===== src/design/brb_pkg.sv =====
// Shared constants, types and helper functions for the byte ring buffer.
`default_nettype none

package brb_pkg;

    localparam int DEPTH    = 1024;
    localparam int MAX_PUSH = 8;
    localparam int MAX_POP  = 64;

    localparam int PTR_W   = $clog2(DEPTH);
    localparam int SIZE_W  = PTR_W + 1;
    localparam int CFG_W   = 11;
    localparam int BYTES_W = 64;
    localparam int CNT_W   = 4;
    localparam int POP_W   = 7;
    localparam int KIND_W  = 2;

    localparam int Q_DEPTH = 2;
    localparam int Q_IDX_W = $clog2(Q_DEPTH);
    localparam int Q_CNT_W = $clog2(Q_DEPTH + 1);

    localparam logic FUNC_PUSH = 1'b0;
    localparam logic FUNC_POP  = 1'b1;

    localparam logic [KIND_W-1:0] KIND_ACK  = 2'd0;
    localparam logic [KIND_W-1:0] KIND_BYTE = 2'd1;
    localparam logic [KIND_W-1:0] KIND_NONE = 2'd2;

    typedef struct packed {
        logic               is_pop;
        logic [BYTES_W-1:0] bytes;
        logic [CNT_W-1:0]   count;
        logic               count_ok;
        logic [POP_W-1:0]   pop_max;
    } t_cmd;

    function automatic logic [SIZE_W-1:0] size_clamp(input logic [CFG_W-1:0] v);
        logic [SIZE_W-1:0] res;
        if (v < CFG_W'(2)) begin
            res = SIZE_W'(2);
        end else if (v > CFG_W'(DEPTH)) begin
            res = SIZE_W'(DEPTH);
        end else begin
            res = SIZE_W'(v);
        end
        return res;
    endfunction

    function automatic logic [PTR_W-1:0] ptr_next(input logic [PTR_W-1:0] p,
                                                  input logic [SIZE_W-1:0] n);
        logic [PTR_W-1:0] res;
        if ((SIZE_W'(p) + SIZE_W'(1)) >= n) begin
            res = '0;
        end else begin
            res = p + PTR_W'(1);
        end
        return res;
    endfunction

endpackage

`default_nettype wire


===== src/design/brb_front.sv =====
// Front end: classify incoming beats and hold them in a short command queue.
`default_nettype none

module brb_front (
    input  wire logic                          i_clk,
    input  wire logic                          i_rst_n,
    input  wire logic                          i_in_valid,
    output logic                               o_in_stall,
    input  wire logic                          i_func,
    input  wire logic [brb_pkg::BYTES_W-1:0]   i_push_bytes,
    input  wire logic [brb_pkg::CNT_W-1:0]     i_push_count,
    input  wire logic [brb_pkg::POP_W-1:0]     i_pop_max,
    output logic                               o_cmd_valid,
    output brb_pkg::t_cmd                      o_cmd,
    input  wire logic                          i_cmd_take
);

    brb_pkg::t_cmd                      r_q [brb_pkg::Q_DEPTH];
    logic [brb_pkg::Q_IDX_W-1:0]        r_wr;
    logic [brb_pkg::Q_IDX_W-1:0]        r_rd;
    logic [brb_pkg::Q_CNT_W-1:0]        r_cnt;
    brb_pkg::t_cmd                      n_cmd;
    logic                               n_push;
    logic                               n_pop;

    always_comb begin
        n_cmd.is_pop   = (i_func == brb_pkg::FUNC_POP);
        n_cmd.bytes    = i_push_bytes;
        n_cmd.count    = i_push_count;
        n_cmd.count_ok = (i_push_count != '0) &&
                         (i_push_count <= brb_pkg::CNT_W'(brb_pkg::MAX_PUSH));
        n_cmd.pop_max  = (i_pop_max > brb_pkg::POP_W'(brb_pkg::MAX_POP)) ?
                         brb_pkg::POP_W'(brb_pkg::MAX_POP) : i_pop_max;
    end

    assign o_in_stall  = (r_cnt == brb_pkg::Q_CNT_W'(brb_pkg::Q_DEPTH));
    assign o_cmd_valid = (r_cnt != '0);
    assign o_cmd       = r_q[r_rd];
    assign n_push      = i_in_valid && !o_in_stall;
    assign n_pop       = i_cmd_take && o_cmd_valid;

    always_ff @(posedge i_clk) begin
        if (n_push) begin
            r_q[r_wr] <= n_cmd;
        end
    end

    always_ff @(posedge i_clk) begin
        if (!i_rst_n) begin
            r_wr  <= '0;
            r_rd  <= '0;
            r_cnt <= '0;
        end else begin
            if (n_push) begin
                r_wr <= r_wr + brb_pkg::Q_IDX_W'(1);
            end
            if (n_pop) begin
                r_rd <= r_rd + brb_pkg::Q_IDX_W'(1);
            end
            if (n_push && !n_pop) begin
                r_cnt <= r_cnt + brb_pkg::Q_CNT_W'(1);
            end else if (n_pop && !n_push) begin
                r_cnt <= r_cnt - brb_pkg::Q_CNT_W'(1);
            end
        end
    end

endmodule

`default_nettype wire


===== config.mk =====
export PLATFORM = sky130hd
export DESIGN_NAME = brb_front
export DESIGN_NICKNAME = d
export VERILOG_FILES = /design/src/design/brb_pkg.sv /design/src/design/brb_front.sv
export SDC_FILE = /design/constraint.sdc
export NUM_CORES = 1
export LEC_CHECK = 0
export ABC_AREA = 1
export CORE_MARGIN = 2
export CORE_UTILIZATION = 55
export CTS_CLUSTER_DIAMETER = 120
export DETAILED_ROUTE_END_ITERATION = 16
export DONT_BUFFER_PORTS = 1
export GPL_TIMING_DRIVEN = 0
export PLACE_DENSITY = 0.7
export SLEW_MARGIN = 40
export SYNTH_ARGS = -nofsm -noshare
export SYNTH_HDL_FRONTEND = slang
export SYNTH_SLANG_ARGS = --single-unit

===== constraint.sdc =====
create_clock -name i_clk -period 5.61 [get_ports i_clk]
set_input_delay 0.8415 -clock i_clk [delete_from_list [all_inputs] [get_ports i_clk]]
set_output_delay 0.8415 -clock i_clk [all_outputs]
set_load 0.005 [all_outputs]

=== Yosys cells after proc, flatten, opt, wreduce, memory -nomap -nowiden ===
Memory sizes are Yosys's and may differ from the RTL's. A register that Yosys moved wholly into a read port is not among the register bits.
Cells that the tools add are included.

* $mul: 0
* Bitwise logic cells: 0
* $add $sub $neg: 4
* Reduce and logical (&&, ||, !) cells: 11
* Muxes and demuxes: 7
* Shifts and indexed selects: 0
* Equality and inequality tests: 1
* Order comparisons: 2
* Divide/modulo/power cells: 0

{| class="wikitable"
|+ Operators with widths
! operator !! count
|-
| $gt 7x7->1 const B || 1
|-
| $mux 7 || 1
|-
| $logic_and 1x1->1 || 5
|-
| $le 4x4->1 const B || 1
|-
| $mux 1 || 4
|-
| $mux 2 || 2
|-
| $reduce_bool 2->1 || 2
|-
| $reduce_bool 4->1 || 1
|-
| $logic_not 1->1 || 3
|-
| $add 1x1->1 const B || 2
|-
| $add 2x1->2 const B || 1
|-
| $eq 2x2->1 const B || 1
|-
| $sub 2x1->2 const B || 1
|}

* Bits in read-only memories: 0
* Latch bits: 0
* Logic and storage cells: 29
* Register bits: 4
* Memories: 1
* Memory bits (writable): 154

{| class="wikitable"
|+ Memory list
! memory !! depth !! bits a word !! rd ports !! clocked after Yosys merged registers in !! wr ports !! line !! text
|-
| r_q || 2 || 77 || 1 || 1 || 1 || brb_front.sv:18 || <nowiki>brb_pkg::t_cmd r_q [brb_pkg::Q_DEPTH];</nowiki>
|}

=== Logic depth before layout (Yosys ltp) ===
* Word-level depth: 7
* Mapped depth: 10

=== Worst setup path before layout ===
Ideal clock, no wire load.

* Path kind: in2reg
* Start: in i_in_valid
* End: mem r_q[0][0] (netlist bit) (enable)
* Arrival: 4.210 ns
* Stages: 2
* Path buffers: 0
* Slack: 0.887 ns
* Cells stage by stage: o21ai_0 nor2_1

* Word-level cells in the longest chain between the ends: 3

{| class="wikitable"
|+ Ends and longest elaborated chain
! what !! line !! text
|-
| start: declaration || brb_front.sv:7 || <nowiki>input wire logic i_in_valid,</nowiki>
|-
| $logic_and 1x1->1 || brb_front.sv:39 || <nowiki>assign n_push = i_in_valid && !o_in_stall;</nowiki>
|-
| $mux 1 || brb_front.sv:43 || <nowiki>if (n_push) begin</nowiki>
|-
| $mux 1 (not written as such) || brb_front.sv:44 || <nowiki>r_q[r_wr] <= n_cmd;</nowiki>
|-
| end: declaration || brb_front.sv:18 ||
|}

Every way passes these cells.

==> impl_metrics.py <==
metrics = {
    "status": {
        "status": "completed",
    },
    "floorplan": {
        "start_util": 0.560,
        "die_y_um": 109,
        "row_count": 38,
        "die_w_um": 109,
        "die_area_um2": 11800,
        "core_um2": 10700,
        "io_pins": 159,
    },
    "logic_synthesis": {
        "ys.warnings.count": 0,
        "syn_nets": 379,
        "syn-cell-area_um2": 6020,
        "syn_inst": 298,
        "synth-seq-area-share": 0.785,
        "synth-seq-cells": 159,
        "synth_cell_types": 19,
        "postSynthAreaPerCell_um2": 20.2,
    },
    "grt": {
        "grt_use_total": 0.164,
        "antenna_found_initial": 0,
        "gr-usage-met1": 0.174,
        "grt_max_degree": 20,
        "met3_usage": 0.0962,
        "grt_pass1_vias": 2654,
        "use_met2": 0.268,
        "grt_pass1_wl_um": 13700,
        "overflow": 0,
        "grt_most_used_layer": "met2",
    },
    "clock_tree": {
        "clock_sink_count": 159,
        "tritoncts": "done",
        "clock_path_buffers": 2,
        "clockRootBuffer": "clkbuf_8",
        "clkLatencyLatePin_ns": 0.51,
        "path_clk_slew_ns": 0.06,
        "h-tree-depth": 4,
        "cts_resized": 0,
        "ctsHoldBuffers": 0,
        "numCtsBuffers": 17,
        "post_cts_buffers": 0,
    },
    "place": {
        "pre_cts_ws_ns": 3.18,
        "globalplace.congestion": 0.751,
        "place_inst": 447,
        "hpwl_um": 6770,
        "portBuffers": 0,
    },
    "timing": {
        "hold_viol_final": 0,
        "fin_setup_tns_ns": 0,
        "min_period_ns": 2.46,
        "setup_violations": 0,
        "slew_violations": 0,
        "relSlewSlack": 0.646,
        "setup_slack_ns": 3.15,
        "fin_skew_ns": 0.00633,
        "fin_crit_sh": 0.439,
        "grt_setup_unrepaired": "no",
        "worst_pin_slew_ns": 0.527,
        "fmax_ghz": 0.406,
    },
    "finish": {
        "nNetsFinal": 407,
        "final_layout_size_suffix_gt1_frac": 0.369,
        "syn_to_final_growth_pct": 15.9,
        "antenna_cells": 0,
        "fin_cells": 479,
    },
    "drt": {
        "firstDrtPassIters": 6,
        "ant_nets": 0,
        "num_vias": 2574,
        "viasPerCell": 5.37,
        "detail_route.drc_violations": 0,
        "drt-total-wl_um": 9470,
        "drt-initial-drc-count": 100,
        "wl_per_cell_um": 19.8,
    },
    "power": {
        "p_int_mw": 2.49,
        "p_comb_frac": 0.188,
        "ir_drop_mv": 0.258,
        "power_frac_seq": 0.473,
        "switchingPower_mw": 0.772,
        "p_clk_frac": 0.339,
        "power_switching_share": 0.237,
        "leakage_nw": 2.44,
        "powerDensity_nw_per_um2": 468,
    },
    "setup_path": {
        "cp_top_family": "multiplexers",
        "critPathMaxStageDelay_ns": 0.41,
        "path_cells": "buf_6 -> buf_2 -> mux2_2",
        "worstSetupStartpointType": "flip-flop",
        "cpMaxStageDelayCell": "mux2_2",
        "crit_buf_inv": 2,
        "crit_required_ns": 4.77,
        "worstPathArrival_ns": 1.62,
        "critPathKind": "reg2out",
        "timing.critical_path.to_type": "primary output",
        "path_max_fanout": 10,
    },
    "worst_hold_path": {
        "hold_path_class": "in2reg",
    },
    "run": {
        "maxCapViolations": 0,
    },
}
==> final timing paths <==
path / slack [ns] / from / endpoint / depth (start not counted)
hold / removal: 0.42 / i_push_bytes[44] / r_q[1][56]$_DFFE_PP_ / 0
setup reg to reg: 3.75 / r_cnt[0]$_SDFFE_PN0P_ / r_q[1][35]$_DFFE_PP_ / 5
hold reg to reg: 0.51 / r_rd$_SDFFE_PN0P_ / flip-flop / 2
setup / recovery: 3.15 / flip-flop / o_cmd[71] / 3
==> cell type report <==
class,count,area (um^2)
Clock buffer,22,443
Sequential cell,159,4720
Buffer,10,91.3
Timing Repair Buffer,9,185
Multi-Input combinational cell,114,1160
Fill cell,769,3770
Tap cell,140,175
Clock inverter,10,136
Inverter,15,56.3
==> flip-flops by register name, summed over array words and instances, names as in the netlist, named ones only <==
register	flops
r_q	154
r_cnt	2
r_rd	1
r_wr	1
==> cells in the final DEF, fill, tap and decap left out, types with 4 or more instances in the layout <==
| cell type | n |
|---|---|
| nor2_1 | 16 |
| buf_2 | 4 |
| inv_1 | 15 |
| mux2_4 | 30 |
| nand2_1 | 8 |
| clkbuf_16 | 16 |
| dfxtp_1 | 5 |
| mux2_2 | 47 |
| clkbuf_1 | 5 |
| edfxtp_1 | 154 |
| buf_16 | 4 |
| buf_8 | 8 |
==> power groups by stage <==
stage	registers, mW	logic, mW	clock network [mW]
2_1_floorplan	1.58	0.454	0
3_3_place_gp	1.59	0.555	0
3_5_place_dp	1.57	0.628	0
4_1_cts	1.54	0.630	1.13
5_1_grt	1.56	0.669	1.18
6_report	1.54	0.615	1.10
==> routing by layer <==
layer  share of wire  wire [um]
met1            0.35       3340
met2            0.52       4890
met3            0.12       1170
met4          0.0072         68
met5               0          0
==> stage by stage <==
step                instance area [um^2]  utilization  hold slack [ns]  power [mW]
floorplan                           6020            -            0.467        2.03
global placement                    6190        0.577            0.480        2.15
detailed placement                  6390        0.595            0.497        2.20
CTS                                 6970        0.649            0.391        3.30
global route                        6970        0.649            0.378        3.40
finish                              6970        0.649            0.417        3.26
==> synthesized netlist by cell type <==
cell type / number / area (um^2)
mux2_2: 47 / 529
o21a_1: 1 / 7.51
nand4_1: 1 / 6.26
edfxtp_1: 154 / 4620
o21ai_0: 3 / 15.0
nand2_1: 8 / 30.0
mux2_4: 30 / 450
buf_2: 4 / 20.0
buf_6: 2 / 22.5
nor2_1: 18 / 67.6
xnor2_1: 1 / 8.76
inv_1: 15 / 56.3
buf_8: 3 / 45.0
a21oi_1: 1 / 5.00
clkbuf_1: 1 / 3.75
dfxtp_1: 5 / 100
nand3_1: 2 / 10.0
nor3_1: 1 / 5.00
ha_1: 1 / 12.5
==> worst reg2reg max path, stage by stage (launching register included) <==
cell	delay (ns)
dfxtp_1	0.40
o21ai_1	0.22
nor2_4	0.37
buf_8	0.21
buf_16	0.17
buf_16	0.17
==> cell families (layout without fill, tap and decap cells) <==
logic type | count (synthesis) | after routing | share of synthesized area
AOI/OAI and AO/OA | 5 | 5 | 0.00457
xor gates and xnor gates | 1 | 1 | 0.00146
adders and majority gates | 1 | 1 | 0.00208
buffers and inverters | 25 | 66 | 0.0245
DFF | 159 | 159 | 0.785
muxes | 77 | 77 | 0.163
and+or+nand+nor | 30 | 30 | 0.0197
Power figures use the tool's default switching activity.
